**config.mk**
```make
export PLATFORM = sky130hd
export DESIGN_NAME = qvr_norm
export DESIGN_NICKNAME = d
export VERILOG_FILES = /design/src/quaternion_vector_rotate_unit_assert.svh /design/src/qvr_pkg.sv /design/src/qvr_norm.sv
export SDC_FILE = /design/constraint.sdc
export NUM_CORES = 2
export LEC_CHECK = 0
export BUFFER_PORTS_ARGS = -buffer_cell sky130_fd_sc_hd__buf_4
export CAP_MARGIN = 20
export CORE_ASPECT_RATIO = 0.9
export CORE_UTILIZATION = 35
export DETAILED_ROUTE_END_ITERATION = 16
export PLACE_DENSITY = 0.62
export SYNTH_ARGS = -nofsm -noshare
export SYNTH_HDL_FRONTEND = slang
export SYNTH_SLANG_ARGS = --single-unit
export TNS_END_PERCENT = 5
```
**constraint.sdc**
```tcl
create_clock -name i_clk -period 7.2 [get_ports i_clk]
set_input_delay 0.72 -clock i_clk [delete_from_list [all_inputs] [get_ports i_clk]]
set_output_delay 0.72 -clock i_clk [all_outputs]
set_load 0.01 [all_outputs]
```
**src/quaternion_vector_rotate_unit_assert.svh**
```systemverilog
// Assertion macros for the quaternion vector rotate unit.
// Depends on nothing; included by the RTL files that carry assertions.
`ifndef QUATERNION_VECTOR_ROTATE_UNIT_ASSERT_SVH
`define QUATERNION_VECTOR_ROTATE_UNIT_ASSERT_SVH
`ifndef SYNTHESIS
`define QVR_ASSERT(lbl, clk, rst_n, prop) \
    lbl: assert property (@(posedge clk) disable iff (!rst_n) prop) \
        else $error("qvr assertion failed");
`define QVR_ASSERT_ALWAYS(lbl, clk, prop) \
    lbl: assert property (@(posedge clk) prop) \
        else $error("qvr assertion failed");
`else
`define QVR_ASSERT(lbl, clk, rst_n, prop)
`define QVR_ASSERT_ALWAYS(lbl, clk, prop)
`endif
`endif

```
**src/qvr_pkg.sv**
```systemverilog
// Package for the quaternion vector rotate unit: payload types, constants
// and multiply helpers. Depends on nothing.
`default_nettype none
package qvr_pkg;

    localparam int VEC_W    = 24;
    localparam int QUAT_W   = 16;
    localparam int NORM_W   = 33;
    localparam int T_W      = 42;
    localparam int R_W      = 60;
    localparam int DIV_BITS = 25;
    localparam int REM_W    = 58;
    localparam int XF_LAT   = 4;
    localparam int LATENCY  = XF_LAT + DIV_BITS + 3;

    localparam logic [NORM_W-1:0] NORM_FLOOR = 33'd268;
    localparam logic [VEC_W-1:0]  OUT_MAX    = 24'h7FFFFF;
    localparam logic [VEC_W-1:0]  OUT_MIN    = 24'h800000;

    localparam logic [1:0] REG_QUAT_W = 2'd0;
    localparam logic [1:0] REG_QUAT_X = 2'd1;
    localparam logic [1:0] REG_QUAT_Y = 2'd2;
    localparam logic [1:0] REG_QUAT_Z = 2'd3;

    typedef struct packed {
        logic signed [VEC_W-1:0] vec_x;
        logic signed [VEC_W-1:0] vec_y;
        logic signed [VEC_W-1:0] vec_z;
    } t_vec_in;

    typedef struct packed {
        logic signed [VEC_W-1:0] rot_x;
        logic signed [VEC_W-1:0] rot_y;
        logic signed [VEC_W-1:0] rot_z;
        logic                    saturated;
    } t_vec_out;

    typedef struct packed {
        logic signed [QUAT_W-1:0] w;
        logic signed [QUAT_W-1:0] x;
        logic signed [QUAT_W-1:0] y;
        logic signed [QUAT_W-1:0] z;
    } t_quat;

    function automatic logic signed [39:0] mul_qv(input logic signed [QUAT_W-1:0] a,
                                                  input logic signed [VEC_W-1:0] b);
        return 40'(a) * 40'(b);
    endfunction

    function automatic logic signed [REM_W-1:0] mul_tq(input logic signed [T_W-1:0] a,
                                                       input logic signed [QUAT_W-1:0] b);
        return 58'(a) * 58'(b);
    endfunction

endpackage
`default_nettype wire

```
**src/qvr_norm.sv**
```systemverilog
// Configuration registers and the registered, floored squared norm of q.
// Depends on qvr_pkg.
`default_nettype none
module qvr_norm (
    input  wire logic                        i_clk,
    input  wire logic                        i_rst_n,
    input  wire logic                        i_cfg_we,
    input  wire logic [1:0]                  i_cfg_idx,
    input  wire logic [15:0]                 i_cfg_data,
    output qvr_pkg::t_quat                   o_quat,
    output logic [qvr_pkg::NORM_W-1:0]       o_norm
);
    import qvr_pkg::*;

    t_quat             r_quat;
    logic [31:0]       r_sq [4];
    logic [NORM_W-1:0] r_norm;
    logic [NORM_W-1:0] n_norm;

    always_ff @(posedge i_clk) begin
        if (!i_rst_n) begin
            r_quat <= '{w: 16'sd16384, x: '0, y: '0, z: '0};
        end else if (i_cfg_we) begin
            unique case (i_cfg_idx)
                REG_QUAT_W: r_quat.w <= i_cfg_data;
                REG_QUAT_X: r_quat.x <= i_cfg_data;
                REG_QUAT_Y: r_quat.y <= i_cfg_data;
                REG_QUAT_Z: r_quat.z <= i_cfg_data;
            endcase
        end
    end

    always_comb begin
        n_norm = 33'(r_sq[0]) + 33'(r_sq[1]) + 33'(r_sq[2]) + 33'(r_sq[3]);
        if (n_norm < NORM_FLOOR) begin
            n_norm = NORM_FLOOR;
        end
    end

    always_ff @(posedge i_clk) begin
        if (!i_rst_n) begin
            r_sq[0] <= 32'd268435456;
            r_sq[1] <= '0;
            r_sq[2] <= '0;
            r_sq[3] <= '0;
            r_norm  <= 33'd268435456;
        end else begin
            r_sq[0] <= 32'(32'(r_quat.w) * 32'(r_quat.w));
            r_sq[1] <= 32'(32'(r_quat.x) * 32'(r_quat.x));
            r_sq[2] <= 32'(32'(r_quat.y) * 32'(r_quat.y));
            r_sq[3] <= 32'(32'(r_quat.z) * 32'(r_quat.z));
            r_norm  <= n_norm;
        end
    end

    assign o_quat = r_quat;
    assign o_norm = r_norm;
endmodule
`default_nettype wire

```
**After elaboration in Yosys (flattened, before gate mapping)**

Memory sizes are Yosys's and may differ from the RTL's.
Cells that the tools add are included.

- Bits in registers: 97
- Latch bits: 0
- RAM bits: 128
- ROM bits: 0
- Input bits: 21
- Output and inout port bits: 97
- Logic and storage cells: 36
- Memories kept: 1

- $add $sub $neg: 3
- Multipliers: 4
- Div/mod/pow operators: 0
- Order comparisons: 1
- Equal/unequal tests: 3
- Shift operators: 0
- Multiplexer cells: 7
- Bitwise operators: 5
- Reductions and logical operators: 6

Memories:

| memory | depth | width | read ports | clocked after Yosys merged registers in | write ports | line | RTL |
|---|---|---|---|---|---|---|---|
| r_sq | 4 | 32 | 4 | 0 | 4 | qvr_norm.sv:16 | `logic [31:0] r_sq [4];` |

Operators with widths:

| kind | number |
|---|---|
| 16-bit by 16-bit multiplier with 32-bit output | 4 |
| 32-bit two-way mux | 4 |
| 33-bit by 32-bit adder with 33-bit output | 2 |
| 32-bit by 32-bit adder with 33-bit output | 1 |
| 33-bit by 9-bit < comparator with 1-bit output (second input constant) | 1 |
| 29-bit two-way mux | 1 |
| 2-bit AND reduction | 4 |
| 2-bit equality test (second input constant) | 2 |
| 1-bit bitwise OR | 4 |
| 2-bit by 1-bit equality test with 1-bit output (second input constant) | 1 |
| 2-bit logical NOT | 1 |
| 1-bit two-way mux | 2 |
| 2-bit OR reduction | 1 |
| 1-bit NOT | 1 |

**Depth between registers and ports, before layout**

An unclocked memory read counts as a cell.

- Depth after elaboration: 6
- Mapped depth: 26

**Worst setup path before layout**

OpenSTA, ideal clock, no wires.

- Path type: register to register
- Start: register r_quat, in the netlist o_quat[35]
- End: memory r_sq[1][30]
- Data arrival time: 6,464 ps
- Data required time: 7,076 ps
- Path slack: 612 ps
- Stages on the path, launching flop included: 22
- Cells stage by stage: dfxtp_1 clkbuf_1 inv_1 nor2_1 fa_1 fa_1 fa_1 fa_1 fa_1 inv_1 fa_1 inv_1 ha_1 a21o_1 or2_2 a2111oi_0 o31a_1 a21boi_0 o21bai_1 a21oi_1 o21ai_0 mux2i_1

RTL lines:

| what | line | RTL |
|---|---|---|
| start: declaration | qvr_norm.sv:15 | `t_quat r_quat;` |
| start signal: assignment | qvr_norm.sv:22 | `r_quat <= '{w: 16'sd16384, x: '0, y: '0, z: '0};` |
| end: declaration | qvr_norm.sv:16 |  |

==> results.yml <==
critical_path:
  reg2reg_from: "o_quat[40]$_SDFFE_PN0P_"
  reg2reg_depth: 22
  cpPeakStageDelay_ns: 0.61
  slowest_stage: "dfxtp_1"
  critPathCaptureType: "flop"
  reg2reg_setup_slack_ns: 0.29
  worstPathMaxFanout: 10
  crit_chain: "buf_4 > nand2_1 > fa_1 > inv_1 > fa_1 > inv_1 > fa_1 > inv_1 > fa_1 > fa_1 > inv_1 > fa_1 > inv_1 > ha_1 > nand2_1 > nor2_1 > nand3b_1 > a31oi_1 > a21oi_1 > o21ai_0 > a2111oi_0 > a2111oi_2"
  crit_required_ns: 7.64
  worst_r2r_endpoint: "r_sq[1][25]$_SDFF_PN0_"
  crit_type: "flop to flop"
  arrival_ns: 7.35
  critPathBufInv: 6
  cp-start-kind: "flop"
  path_common_cell: "fa_1"
  crit_family: "adder cells"
grt:
  grt_pass1_vias: 34100
  grt_max_degree: 73
  track_usage: 0.190
  antenna_found_initial: 7
  grt_pass1_wl_um: 194000
  grt_remaining_overflow: 0
yosys:
  synth_compound_area_frac: 0.0717
  ys_types: 84
  synth.avg_cell_area_um2: 9.15
  synth_fa_ha_area_frac: 0.552
  synth_top_area_cell: "fa_1"
  synth_edf_count: 0
  synth_top_area_frac: 0.445
  synth_area_mm2: 0.0452
  synthXorXnorAreaFrac: 0.0314
  ys.flop_type: "dfxtp_1"
  synthMuxAreaShare: 0.00266
  synthTopCellsByArea: "fa_1, inv_1, ha_1, dfxtp_1, nand2_1"
  ys_seq_area_frac: 0.0978
  synth-seq-cells: 221
  yosys.area_share.simple: 0.122
  synth-async-reset-ratio: 0
  synth_top_family_by_area: "adder cells"
  ys_warn_count: 0
  synth_cells: 4942
timing:
  clock.fmax_mhz: 145
  rsz0062_at_grt: "no"
  maxSlewHeadroom: 0.330
  period_share: 0.960
  setup_violations: 0
  tightest_slew_ns: 0.979
  fin_crit_ns: 6.91
  setup-tns-final_ns: 0
  final_max_slew_viol_count: 0
  skew_ns: 0.0445
  hold_violations: 0
clock_network:
  htree_levels: 1
  path_clk_slew_ns: 0.07
  cts_tree: "built"
  clk_latency_ns: 0.60
  cts_root_buf: "clkbuf_16"
  postCtsSetupBuffers: 0
  cts_inserted_buffers: 26
  ctsHoldBuffers: 0
  cts.path.max_buffers: 3
  clkSinkCount: 221
floorplanning:
  dieWidth_um: 381
  die_h_um: 343
  start_util: 0.355
  io_pins: 118
  rows: 124
  dieArea_mm2: 0.131
  core_region_area_mm2: 0.128
run_status:
  outcome: "complete, no violations"
cells_and_area:
  fill_cells: 12900
  fin_nets: 6451
  drive_gt1_frac: 0.0609
  regArea_mm2: 0.00442
  fin_area_mm2: 0.0492
  layout_commonest_cell: "inv_1"
  area_delta_synth_final_pct: 8.85
  multi_input_area_mm2: 0.0353
  final_cell_mix: "inv_1, fa_1, nand2_1"
power:
  p_leak_uw: 0.0257
  powerDensity_mw_per_mm2: 80.2
  ir_drop_mv: 0.149
flow_run:
  cap_violations: 0
placement:
  port_buffers: 117
  gp_congestion: 0.926
  dp_hpwl_um: 102000
  postPlaceCellArea_mm2: 0.0484
drt:
  drt-total-wl_um: 121000
  vias_per_cell: 4.78
  drc: 0
  via_count: 32300
  wl_per_cell_um: 17.9
  ant_nets: 0
  drtPass1Iterations: 6
  drtIter0Drc: 2387
worst_hold_path:
  holdCritPathClass: "input port to flop"
  min_path_cells: 3
  hold_path.startpoint: "i_cfg_data[0]"
  whs_endpoint: "o_quat[48]$_SDFFE_PN0P_"
-- cell families after synthesis --
family                     Yosys count
muxes                               12
xor gates and xnor gates           162
DFF                                221
other                                1
and+or+nand+nor                   1189
AOI/OAI and AO/OA                  504
buffers and inverters             1461
adders and majority gates         1392
-- cells in the mapped netlist (49+ instances only) --
library cell	instances
ha_1	387
nand2_1	489
fa_1	1005
inv_1	1309
xnor2_1	110
nor3_1	49
a21oi_1	183
and2_1	176
o21ai_0	73
a21o_1	53
xor2_1	52
dfxtp_1	221
nor2_1	279
clkbuf_1	136
-- stage by stage --
stage	worst slack, ns	total power, µW	hold WS, ns	util	cells
global route	0.00275	4160	0.497	0.386	6759
floorplan	0.612	2150	0.503	-	4944
finish	0.286	3950	0.498	0.386	6762
global placement	0.130	2590	0.486	0.379	6711
detailed placement	0.000669	2600	0.490	0.379	6711
CTS	0.00303	3960	0.465	0.386	6759
-- layout make-up --
| cell class | count | area share |
|---|---|---|
| Multi-Input combinational cell | 3262 | 0.716 |
| Inverter | 1315 | 0.100 |
| Timing Repair Buffer | 212 | 0.0326 |
| Clock buffer | 33 | 0.0146 |
| Sequential cell | 221 | 0.0899 |
| Antenna cell | 3 | 0.000153 |
| Clock inverter | 15 | 0.00290 |
| Tap cell | 1701 | 0.0432 |
-- worst register-to-register path, delay by kind of cell (launching register included) --
family	cells	cell delay [ns]
compound gates	5	1.72
simple gates	4	0.53
buf+inv	6	0.56
fa+ha+maj	7	3.36
flops	1	0.61
-- flip-flops by register name (all words and copies together), names as in the netlist --
name,count
r_sq,124
o_norm,33
o_quat,64
-- repair_timing --
action / 4_1_cts / 5_1_grt
hold endpoints to repair: 0 / 0
endpoints found under the setup margin: 0 / 2
gates resized for setup: 0 / 3
-- worst max path at each step --
stage	start	end	slack [ns]	depth (start not counted)
after global routing	o_quat[25]$_SDFFE_PN0P_	r_sq[2][31]$_SDFF_PN0_	0.003	23
final	o_quat[40]$_SDFFE_PN0P_	r_sq[1][25]$_SDFF_PN0_	0.29	22
after floorplan	o_quat[35]$_SDFFE_PN0P_	r_sq[1][30]$_SDFF_PN0_	0.61	21
after detailed placement	o_quat[40]$_SDFFE_PN0P_	r_sq[1][25]$_SDFF_PN0_	0.0007	22
after global placement	o_quat[40]$_SDFFE_PN0P_	r_sq[1][25]$_SDFF_PN0_	0.13	22
after CTS	o_quat[40]$_SDFFE_PN0P_	r_sq[1][25]$_SDFF_PN0_	0.003	22
-- routing by layer --
layer | global-route usage | vias up | part of all wire
met5 | 0 | - | 0.00033
met4 | 0.0302 | 6 | 0.017
met3 | 0.0355 | 108 | 0.074
met2 | 0.297 | 837 | 0.45
met1 | 0.276 | 16400 | 0.46
li1 | - | 15000 | -
-- report_power, final --
group	internal (µW)	switching [µW]	total (µW)	leakage, µW
sequential	1290	83.4	1370	0.00180
clock	751	604	1360	0.000420
combinational	456	763	1220	0.0235
total	2500	1450	3950	0.0257
(Power assumes the default switching activity.)
