<file path="src/quaternion_vector_rotate_unit_assert.svh">
// Assertion macros for the quaternion vector rotate unit.
// Depends on nothing; included by the RTL files that carry assertions.
`ifndef QUATERNION_VECTOR_ROTATE_UNIT_ASSERT_SVH
`define QUATERNION_VECTOR_ROTATE_UNIT_ASSERT_SVH
`ifndef SYNTHESIS
`define QVR_ASSERT(lbl, clk, rst_n, prop) \
    lbl: assert property (@(posedge clk) disable iff (!rst_n) prop) \
        else $error("qvr assertion failed");
`define QVR_ASSERT_ALWAYS(lbl, clk, prop) \
    lbl: assert property (@(posedge clk) prop) \
        else $error("qvr assertion failed");
`else
`define QVR_ASSERT(lbl, clk, rst_n, prop)
`define QVR_ASSERT_ALWAYS(lbl, clk, prop)
`endif
`endif

</file>
<file path="src/qvr_pkg.sv">
// Package for the quaternion vector rotate unit: payload types, constants
// and multiply helpers. Depends on nothing.
`default_nettype none
package qvr_pkg;

    localparam int VEC_W    = 24;
    localparam int QUAT_W   = 16;
    localparam int NORM_W   = 33;
    localparam int T_W      = 42;
    localparam int R_W      = 60;
    localparam int DIV_BITS = 25;
    localparam int REM_W    = 58;
    localparam int XF_LAT   = 4;
    localparam int LATENCY  = XF_LAT + DIV_BITS + 3;

    localparam logic [NORM_W-1:0] NORM_FLOOR = 33'd268;
    localparam logic [VEC_W-1:0]  OUT_MAX    = 24'h7FFFFF;
    localparam logic [VEC_W-1:0]  OUT_MIN    = 24'h800000;

    localparam logic [1:0] REG_QUAT_W = 2'd0;
    localparam logic [1:0] REG_QUAT_X = 2'd1;
    localparam logic [1:0] REG_QUAT_Y = 2'd2;
    localparam logic [1:0] REG_QUAT_Z = 2'd3;

    typedef struct packed {
        logic signed [VEC_W-1:0] vec_x;
        logic signed [VEC_W-1:0] vec_y;
        logic signed [VEC_W-1:0] vec_z;
    } t_vec_in;

    typedef struct packed {
        logic signed [VEC_W-1:0] rot_x;
        logic signed [VEC_W-1:0] rot_y;
        logic signed [VEC_W-1:0] rot_z;
        logic                    saturated;
    } t_vec_out;

    typedef struct packed {
        logic signed [QUAT_W-1:0] w;
        logic signed [QUAT_W-1:0] x;
        logic signed [QUAT_W-1:0] y;
        logic signed [QUAT_W-1:0] z;
    } t_quat;

    function automatic logic signed [39:0] mul_qv(input logic signed [QUAT_W-1:0] a,
                                                  input logic signed [VEC_W-1:0] b);
        return 40'(a) * 40'(b);
    endfunction

    function automatic logic signed [REM_W-1:0] mul_tq(input logic signed [T_W-1:0] a,
                                                       input logic signed [QUAT_W-1:0] b);
        return 58'(a) * 58'(b);
    endfunction

endpackage
`default_nettype wire

</file>
<file path="src/qvr_div.sv">
// Pipelined restoring divider: one quotient bit per stage, rounding to
// nearest with ties away from zero, and saturation to 24 bits. Depends on qvr_pkg.
`default_nettype none
module qvr_div (
    input  wire logic                          i_clk,
    input  wire logic                          i_rst_n,
    input  wire logic                          i_valid,
    input  wire logic signed [qvr_pkg::R_W-1:0] i_num,
    input  wire logic [qvr_pkg::NORM_W-1:0]    i_norm,
    output logic                               o_valid,
    output logic signed [qvr_pkg::VEC_W-1:0]   o_value,
    output logic                               o_sat
);
    import qvr_pkg::*;

    logic                    r_vld_a;
    logic                    r_neg_a;
    logic [R_W:0]            r_dvd;
    logic [R_W-1:0]          n_mag;
    logic [R_W:0]            n_lim;

    logic [DIV_BITS:0]       r_vld;
    logic                    r_neg [DIV_BITS+1];
    logic                    r_ovf [DIV_BITS+1];
    logic [REM_W-1:0]        r_rem [DIV_BITS+1];
    logic [DIV_BITS-1:0]     r_q   [DIV_BITS+1];

    logic                    r_vld_o;
    logic signed [VEC_W-1:0] r_value;
    logic                    r_sat;
    logic [DIV_BITS-1:0]     w_q;
    logic                    n_sat;
    logic [VEC_W-1:0]        n_value;

    assign n_mag = i_num[R_W-1] ? 60'(-i_num) : 60'(i_num);
    assign n_lim = {3'b000, i_norm, 25'd0};

    always_ff @(posedge i_clk) begin
        if (!i_rst_n) begin
            r_vld_a  <= 1'b0;
            r_vld[0] <= 1'b0;
        end else begin
            r_vld_a  <= i_valid;
            r_vld[0] <= r_vld_a;
        end
    end

    always_ff @(posedge i_clk) begin
        r_neg_a  <= i_num[R_W-1];
        r_dvd    <= {1'b0, n_mag} + {29'd0, i_norm[NORM_W-1:1]};
        r_neg[0] <= r_neg_a;
        r_ovf[0] <= (r_dvd >= n_lim);
        r_rem[0] <= r_dvd[REM_W-1:0];
        r_q[0]   <= '0;
    end

    for (genvar g = 0; g < DIV_BITS; g++) begin : g_step
        localparam int B = DIV_BITS - 1 - g;
        logic [REM_W-1:0] w_sub;
        logic             w_ge;

        assign w_sub = REM_W'(i_norm) << B;
        assign w_ge  = (r_rem[g] >= w_sub);

        always_ff @(posedge i_clk) begin
            if (!i_rst_n) begin
                r_vld[g+1] <= 1'b0;
            end else begin
                r_vld[g+1] <= r_vld[g];
            end
        end

        always_ff @(posedge i_clk) begin
            r_neg[g+1] <= r_neg[g];
            r_ovf[g+1] <= r_ovf[g];
            r_rem[g+1] <= w_ge ? r_rem[g] - w_sub : r_rem[g];
            r_q[g+1]   <= r_q[g] | (DIV_BITS'(w_ge) << B);
        end
    end

    assign w_q = r_q[DIV_BITS];

    always_comb begin
        if (r_neg[DIV_BITS]) begin
            n_sat   = r_ovf[DIV_BITS] || (w_q > 25'd8388608);
            n_value = n_sat ? OUT_MIN : VEC_W'(-w_q);
        end else begin
            n_sat   = r_ovf[DIV_BITS] || (w_q > 25'd8388607);
            n_value = n_sat ? OUT_MAX : w_q[VEC_W-1:0];
        end
    end

    always_ff @(posedge i_clk) begin
        if (!i_rst_n) begin
            r_vld_o <= 1'b0;
        end else begin
            r_vld_o <= r_vld[DIV_BITS];
        end
    end

    always_ff @(posedge i_clk) begin
        r_value <= n_value;
        r_sat   <= n_sat;
    end

    assign o_valid = r_vld_o;
    assign o_value = r_value;
    assign o_sat   = r_sat;
endmodule
`default_nettype wire

</file>
<file path="config.mk">
export PLATFORM = sky130hd
export DESIGN_NAME = qvr_div
export DESIGN_NICKNAME = d
export VERILOG_FILES = /design/src/quaternion_vector_rotate_unit_assert.svh /design/src/qvr_pkg.sv /design/src/qvr_div.sv
export SDC_FILE = /design/constraint.sdc
export NUM_CORES = 2
export LEC_CHECK = 0
export BUFFER_PORTS_ARGS = -buffer_cell sky130_fd_sc_hd__buf_2
export CAP_MARGIN = 30
export CORE_MARGIN = 2
export CORE_UTILIZATION = 29
export CTS_CLUSTER_SIZE = 30
export DETAILED_ROUTE_END_ITERATION = 8
export PLACE_DENSITY = 0.41
export SYNTH_ARGS = -nofsm -noshare
export SYNTH_HDL_FRONTEND = slang
export SYNTH_SLANG_ARGS = --single-unit
</file>
<file path="constraint.sdc">
create_clock -name i_clk -period 4.8 [get_ports i_clk]
set_clock_uncertainty 0.05 [all_clocks]
set_input_delay 0.24 -clock i_clk [delete_from_list [all_inputs] [get_ports i_clk]]
set_output_delay 0.24 -clock i_clk [all_outputs]
set_load 0.05 [all_outputs]
</file>
### Word level (Yosys, flattened, before mapping)

Memories as Yosys holds them, arrays and structs flattened.
Index checks and enable logic that the tools add are counted.

| operators by class | value |
|---|---|
| $add $sub $neg | 28 |
| magnitude comparators | 28 |
| mux-type cells | 30 |
| bitwise gates (word level) | 25 |
| reductions and logical operators | 2 |

Operators by type and width:

| cell | number |
|---|---|
| $mux W58 | 25 |
| $mux W24 | 3 |
| $add A60 B32 Y61 | 1 |
| $ge A61 B58 Y1 | 1 |
| $mux W60 | 1 |
| $neg A60 Y60 | 1 |
| $ge A58 B33 Y1 | 1 |
| $ge A58 B34 Y1 | 1 |
| $ge A58 B35 Y1 | 1 |
| $ge A58 B36 Y1 | 1 |
| $ge A58 B37 Y1 | 1 |
| $ge A58 B38 Y1 | 1 |
| $ge A58 B39 Y1 | 1 |
| $ge A58 B40 Y1 | 1 |
| $ge A58 B41 Y1 | 1 |
| $ge A58 B42 Y1 | 1 |
| $ge A58 B43 Y1 | 1 |
| $ge A58 B44 Y1 | 1 |
| $ge A58 B45 Y1 | 1 |
| $ge A58 B46 Y1 | 1 |
| $ge A58 B47 Y1 | 1 |
| $ge A58 B48 Y1 | 1 |
| $ge A58 B49 Y1 | 1 |
| $ge A58 B50 Y1 | 1 |
| 62 further kinds | 63 |

| word-level totals | value |
|---|---|
| bits in registers | 115 |
| RAM bits | 2210 |
| input bits | 96 |
| memories | 4 |

Memories:

| memory | depth | width | read ports | clocked after memory_dff | write ports | line | RTL |
|---|---|---|---|---|---|---|---|
| r_rem | 26 | 58 | 25 | 0 | 26 | qvr_div.sv:25 | `logic [REM_W-1:0] r_rem [DIV_BITS+1];` |
| r_q | 26 | 25 | 26 | 0 | 26 | qvr_div.sv:26 | `logic [DIV_BITS-1:0] r_q [DIV_BITS+1];` |
| r_neg | 26 | 1 | 26 | 0 | 26 | qvr_div.sv:23 | `logic r_neg [DIV_BITS+1];` |
| r_ovf | 26 | 1 | 26 | 0 | 26 | qvr_div.sv:24 | `logic r_ovf [DIV_BITS+1];` |

### Longest topological paths before layout

An unclocked memory read counts as a cell.

| logic depth | value |
|---|---|
| word-level depth | 5 |
| mapped depth | 20 |
| mapped depth without buffers | 20 |

### Least setup slack after synthesis

No wires, ideal clock.

| path | value |
|---|---|
| path kind | input to register |
| from | input port i_num[59] (netlist name) |
| to | register r_dvd[47] |
| library setup time | 0.072 ns |
| arrival time | 4.286 ns |
| required time | 4.678 ns |
| path slack | 0.392 ns |
| stages | 19 |
| buffers on the path | 5 |
| cell sequence | clkbuf_1 clkbuf_1 clkbuf_1 clkbuf_1 buf_1 nand2_1 xnor2_1 ha_1 a2111oi_0 o31a_1 o211ai_1 nand3_1 a21oi_1 a221o_1 a31o_2 a21oi_1 nor2_1 nand2_1 xor2_1 |

| between the ends | value |
|---|---|
| cells in the longest elaborated chain, start to end | 2 |

Ends and longest elaborated chain:

| what | line | RTL |
|---|---|---|
| from (decl) | qvr_div.sv:8 | `input wire logic signed [qvr_pkg::R_W-1:0] i_num,` |
| $mux W60 | qvr_div.sv:35 | `assign n_mag = i_num[R_W-1] ? 60'(-i_num) : 60'(i_num);` |
| $add A60 B32 Y61 | qvr_div.sv:50 | `r_dvd <= {1'b0, n_mag} + {29'd0, i_norm[NORM_W-1:1]};` |
| to (signal assigned) | qvr_div.sv:50 |  |
| to (decl) | qvr_div.sv:18 | `logic [R_W:0] r_dvd;` |

Every way passes these cells.
A chain may end at the register's enable or synchronous reset.

### Worst setup path after layout

| path | value |
|---|---|
| from | input port i_num[0] (netlist name) |
| to | register r_dvd[58] |

| between the ends | value |
|---|---|
| cells in the longest elaborated chain, start to end | 3 |

Ends and longest elaborated chain:

| what | line |
|---|---|
| $neg A60 Y60 | qvr_div.sv:35 |
| $mux W60 (*) | qvr_div.sv:35 |
| $add A60 B32 Y61 (*) | qvr_div.sv:50 |

Every way passes the cells marked *; elsewhere a longest branch is shown, timed or not.

==> results.toml <==
[drt]
drt-wirelength-per-cell_um = 21.9
drtAntennaViolNets = 0
dr_total_vias = 85300
drt_drc_violations_left = 0
post_drt_via_cell_ratio = 5.10
first_iter_violations = 5483
totalWireLength_um = 367000
first_pass_iters = 6

[clock_tree]
clock_tree.root_cell = "sky130_fd_sc_hd__clkbuf_16"
worst_setup_hold_path_clk_slew_ps = 60
tritoncts = "built"
ctsHtreeMaxLevel = 4
cts_max_path_buffers = 4
clkLatencyLatePin_ps = 920
numCtsBuffers = 224
clock_sink_count = 1942

[pwr]
p_per_area_mw_per_mm2 = 756
total_leakage_power_nw = 49.7
power.total_mw = 90.3
worst_ir_drop_vdd_v = 0.000314

[layout]
drive_above_1_share_pct = 10.1
final_nets = 13000
fillCellCount = 35600
layout.cell_area.non_filler_mm2 = 0.119
final_core_utilization_pct = 34.6
syn2layout_area_growth_pct = 18.7

[floorplan]
die_width_um = 593
initial_standard_cell_utilization_of_the_core_pct = 29.1
core_mm2 = 0.346
floorplan.die_area_mm2 = 0.352
chipHeight_um = 593
fp-row-count = 216
top_level_ports = 122

[timing]
fin_crit_ps = 4600
timing_worst_slew_pin_value_ps = 944
max_slew_margin_pct = 37.0
report.final.slew_viol_count = 0
postLayoutSetupSlackWorst_ps = 199
grt_setup_unrepaired = "false"
totalNegativeSetupSlack_ps = 0
final_min_period_over_clock_period_pct = 95.9
top_achievable_clock_speed_mhz = 217
finalHoldViolCount = 0
setup_viol = 0

[logic_synthesis]
synth-seq-area-share_pct = 38.6
syn-mean-instance-area_um2 = 8.87
syn_nets = 12400
post-synth-top-area-cell = "sky130_fd_sc_hd__dfxtp_1"
synth_edf_count = 0
fraction_of_synthesis_flops_using_an_asynchronous_set_or_reset_pin_pct = 0
synth.top_cell.area_share_pct = 38.6
yosysWarningCount = 0
synth_area_mm2 = 0.101
synth_cell_type_count = 97
synth.top_cells.by_area = "sky130_fd_sc_hd__dfxtp_1 39%, sky130_fd_sc_hd__ha_1 11%, sky130_fd_sc_hd__a21oi_1 5.0%"
synth-main-ff-cell = "sky130_fd_sc_hd__dfxtp_1"
number_of_synthesized_register_bits = 1942
syn_inst = 11300

[critical_path]
startpoint = "i_num[0]"
startpoint_type = "input port"
crit-reg2reg-capture = "r_rem[0][173]$_DFF_P_"
critPathMaxFanout = 6
flop2flop_setup_slack_ps = 470
rr_worst_depth = 15
worst_setup_path_end_kind = "flop"
worst-setup-path-type = "input port to flop"
crit_path_end = "r_dvd[58]$_DFF_P_"
arrival_worst_endpoint_ps = 5370
required_ps = 5570
reg2reg_from = "r_rem[0][81]$_DFF_P_"

[global_routing]
track_usage_pct = 20.3
globalRouteOverflowTotal = 0
grt_pass1_vias = 84300
wire_length_of_the_first_global_routing_pass_um = 539000
grt_start_max_net_pins = 68
number_of_antenna_violations_at_the_first_check_in_global_routing = 32

[job]
maxCapViolations = 0

[min_path]
worstHoldPathType = "input port to flop"

[placed_design]
placement.setup.worst_slack_ps = 167
postPlaceCellArea_mm2 = 0.110
post-dp-hpwl_um = 290000
placement.io_buffers = 121
placer_congestion = 0.896

[outcome]
outcome = "finished, final reports clean"
placed cells by master (no fill, tap or decap), types with 34 or more instances in the layout:
| cell type | synthesis | routed |
|---|---|---|
| sky130_fd_sc_hd__or2_2 | 48 | 48 |
| sky130_fd_sc_hd__o31ai_1 | 91 | 88 |
| sky130_fd_sc_hd__dfxtp_1 | 1942 | 1942 |
| sky130_fd_sc_hd__inv_2 | 1 | 34 |
| sky130_fd_sc_hd__nor4_1 | 174 | 172 |
| sky130_fd_sc_hd__nor2b_1 | 142 | 142 |
| sky130_fd_sc_hd__ha_1 | 897 | 897 |
| sky130_fd_sc_hd__o21bai_1 | 119 | 119 |
| sky130_fd_sc_hd__dlygate4sd3_1 | 0 | 151 |
| sky130_fd_sc_hd__o41ai_1 | 37 | 36 |
| sky130_fd_sc_hd__a31oi_1 | 88 | 85 |
| sky130_fd_sc_hd__buf_2 | 14 | 121 |
| sky130_fd_sc_hd__nand4_1 | 176 | 176 |
| sky130_fd_sc_hd__inv_1 | 312 | 279 |
| sky130_fd_sc_hd__nor3_1 | 243 | 242 |
| sky130_fd_sc_hd__mux2_2 | 139 | 139 |
| sky130_fd_sc_hd__xor2_1 | 487 | 487 |
| sky130_fd_sc_hd__clkbuf_16 | 0 | 226 |
| sky130_fd_sc_hd__nand3_1 | 228 | 226 |
| sky130_fd_sc_hd__clkbuf_8 | 0 | 48 |
| sky130_fd_sc_hd__xnor2_1 | 565 | 565 |
| sky130_fd_sc_hd__and3_1 | 83 | 81 |
| sky130_fd_sc_hd__buf_12 | 0 | 62 |
| sky130_fd_sc_hd__and2_1 | 72 | 70 |
| sky130_fd_sc_hd__a211oi_1 | 103 | 102 |
| sky130_fd_sc_hd__o211ai_1 | 51 | 51 |
| sky130_fd_sc_hd__or3_1 | 103 | 103 |
| sky130_fd_sc_hd__a21oi_1 | 1011 | 1011 |
| sky130_fd_sc_hd__buf_4 | 1 | 347 |
| sky130_fd_sc_hd__o21a_1 | 112 | 112 |
| sky130_fd_sc_hd__o21ai_0 | 840 | 839 |
| sky130_fd_sc_hd__nor2_1 | 805 | 804 |
| sky130_fd_sc_hd__or4_1 | 69 | 68 |
| sky130_fd_sc_hd__nand2_1 | 1005 | 1005 |
| sky130_fd_sc_hd__nand2b_1 | 146 | 145 |
| sky130_fd_sc_hd__a21o_1 | 405 | 405 |
what timing repair did:
| action | 4_1_cts | 5_1_grt |
|---|---|---|
| resized for setup | 0 | 10 |
| endpoints found under the hold margin | 94 | 0 |
| setup endpoints to repair | 0 | 13 |
| buffers inserted | 0 | 2 |
| hold buffers | 151 | 0 |
layout make-up:
class	count	area (µm²)	area share (%)
flip-flops and latches	1942	38900	32.5
repair buffers	682	5970	5.00
inverters	313	1170	0.983
clock inverters	114	1620	1.36
diodes	26	65.1	0.0545
clock buffers	303	6420	5.38
multi-input cells	8784	59600	49.9
well taps	4578	5730	4.79
synth_stat cells, types with 33 or more instances:
master,number
sky130_fd_sc_hd__a211o_1,33
sky130_fd_sc_hd__a211oi_1,103
sky130_fd_sc_hd__a21o_1,405
sky130_fd_sc_hd__a21oi_1,1011
sky130_fd_sc_hd__a31oi_1,88
sky130_fd_sc_hd__and2_1,72
sky130_fd_sc_hd__and3_1,83
sky130_fd_sc_hd__clkbuf_1,260
sky130_fd_sc_hd__dfxtp_1,1942
sky130_fd_sc_hd__ha_1,897
sky130_fd_sc_hd__inv_1,312
sky130_fd_sc_hd__mux2_2,139
sky130_fd_sc_hd__nand2_1,1005
sky130_fd_sc_hd__nand2b_1,146
sky130_fd_sc_hd__nand3_1,228
sky130_fd_sc_hd__nand4_1,176
sky130_fd_sc_hd__nor2_1,805
sky130_fd_sc_hd__nor2b_1,142
sky130_fd_sc_hd__nor3_1,243
sky130_fd_sc_hd__nor4_1,174
sky130_fd_sc_hd__o211ai_1,51
sky130_fd_sc_hd__o21a_1,112
sky130_fd_sc_hd__o21ai_0,840
sky130_fd_sc_hd__o21bai_1,119
sky130_fd_sc_hd__o31a_1,34
sky130_fd_sc_hd__o31ai_1,91
sky130_fd_sc_hd__o41ai_1,37
sky130_fd_sc_hd__or2_2,48
sky130_fd_sc_hd__or3_1,103
sky130_fd_sc_hd__or4_1,69
sky130_fd_sc_hd__xnor2_1,565
sky130_fd_sc_hd__xor2_1,487
where the power goes:
part / switching, mW / total, mW / internal [mW]
sequential: 6.15 / 29.1 / 23.0
clock: 7.36 / 18.5 / 11.1
combinational: 23.9 / 42.7 / 18.8
total: 37.4 / 90.3 / 52.9
logic make-up (layout without fill, tap and decap cells):
logic type / Yosys count / in the layout / synth area share, %
xor+xnor: 1052 / 1052 / 9.16
mux: 153 / 153 / 1.70
simple gates: 3445 / 3445 / 16.8
flops: 1942 / 1942 / 38.6
compound gates: 3211 / 3211 / 19.7
buf+inv: 616 / 1412 / 2.33
fa+ha+maj: 922 / 922 / 11.7
other cells: 1 / 27 / 0.00373
stage by stage:
stage | std cells | hold slack (ps)
2_1_floorplan | 11300 | 218
3_3_place_gp | 16100 | 260
3_5_place_dp | 16100 | 262
4_1_cts | 16700 | 3.86
5_1_grt | 16700 | 67.0
6_report | 16700 | 90.9
worst max-delay path: stages:
cell	delay, ps
sky130_fd_sc_hd__dlygate4sd3_1	530
sky130_fd_sc_hd__buf_2	160
sky130_fd_sc_hd__nor2_1	210
sky130_fd_sc_hd__nand4_1	250
sky130_fd_sc_hd__buf_4	250
sky130_fd_sc_hd__or4_4	560
sky130_fd_sc_hd__or2_0	250
sky130_fd_sc_hd__a2111oi_1	440
sky130_fd_sc_hd__a21oi_1	80
sky130_fd_sc_hd__dlygate4sd3_1	590
sky130_fd_sc_hd__inv_1	100
sky130_fd_sc_hd__nand3_1	150
sky130_fd_sc_hd__dlygate4sd3_1	620
sky130_fd_sc_hd__nor3_1	180
sky130_fd_sc_hd__dlygate4sd3_1	610
sky130_fd_sc_hd__xnor2_1	140
routing by layer:
layer  wire length [µm]  GRT usage (%)
met2             173000           34.6
met4              16600           8.52
met3              14700           2.35
met5                 11              0
met1             163000           25.8
flip-flops by register name, indices dropped and copies added (netlist names):
signal	cells
o_sat	1
o_valid	1
o_value	24
r_dvd	61
r_neg	26
r_neg_a	1
r_ovf	26
r_q	325
r_rem	1450
r_vld	26
r_vld_a	1
worst min-delay path by stage:
stage	start	to	slack [ps]	depth (start not counted)
final	i_num[15]	r_dvd[16]$_DFF_P_	90	5
after global routing	i_num[15]	r_dvd[16]$_DFF_P_	70	5
after CTS	i_num[15]	r_dvd[16]$_DFF_P_	4	5
after detailed placement	r_neg[1][0]$_DFF_P_	r_neg[1][1]$_DFF_P_	260	0
after global placement	r_q[17][23]$_DFF_P_	r_q[18][23]$_DFF_P_	260	0
after floorplan	i_num[59]	r_neg_a$_DFF_P_	220	0
(Power assumes the default switching activity.)
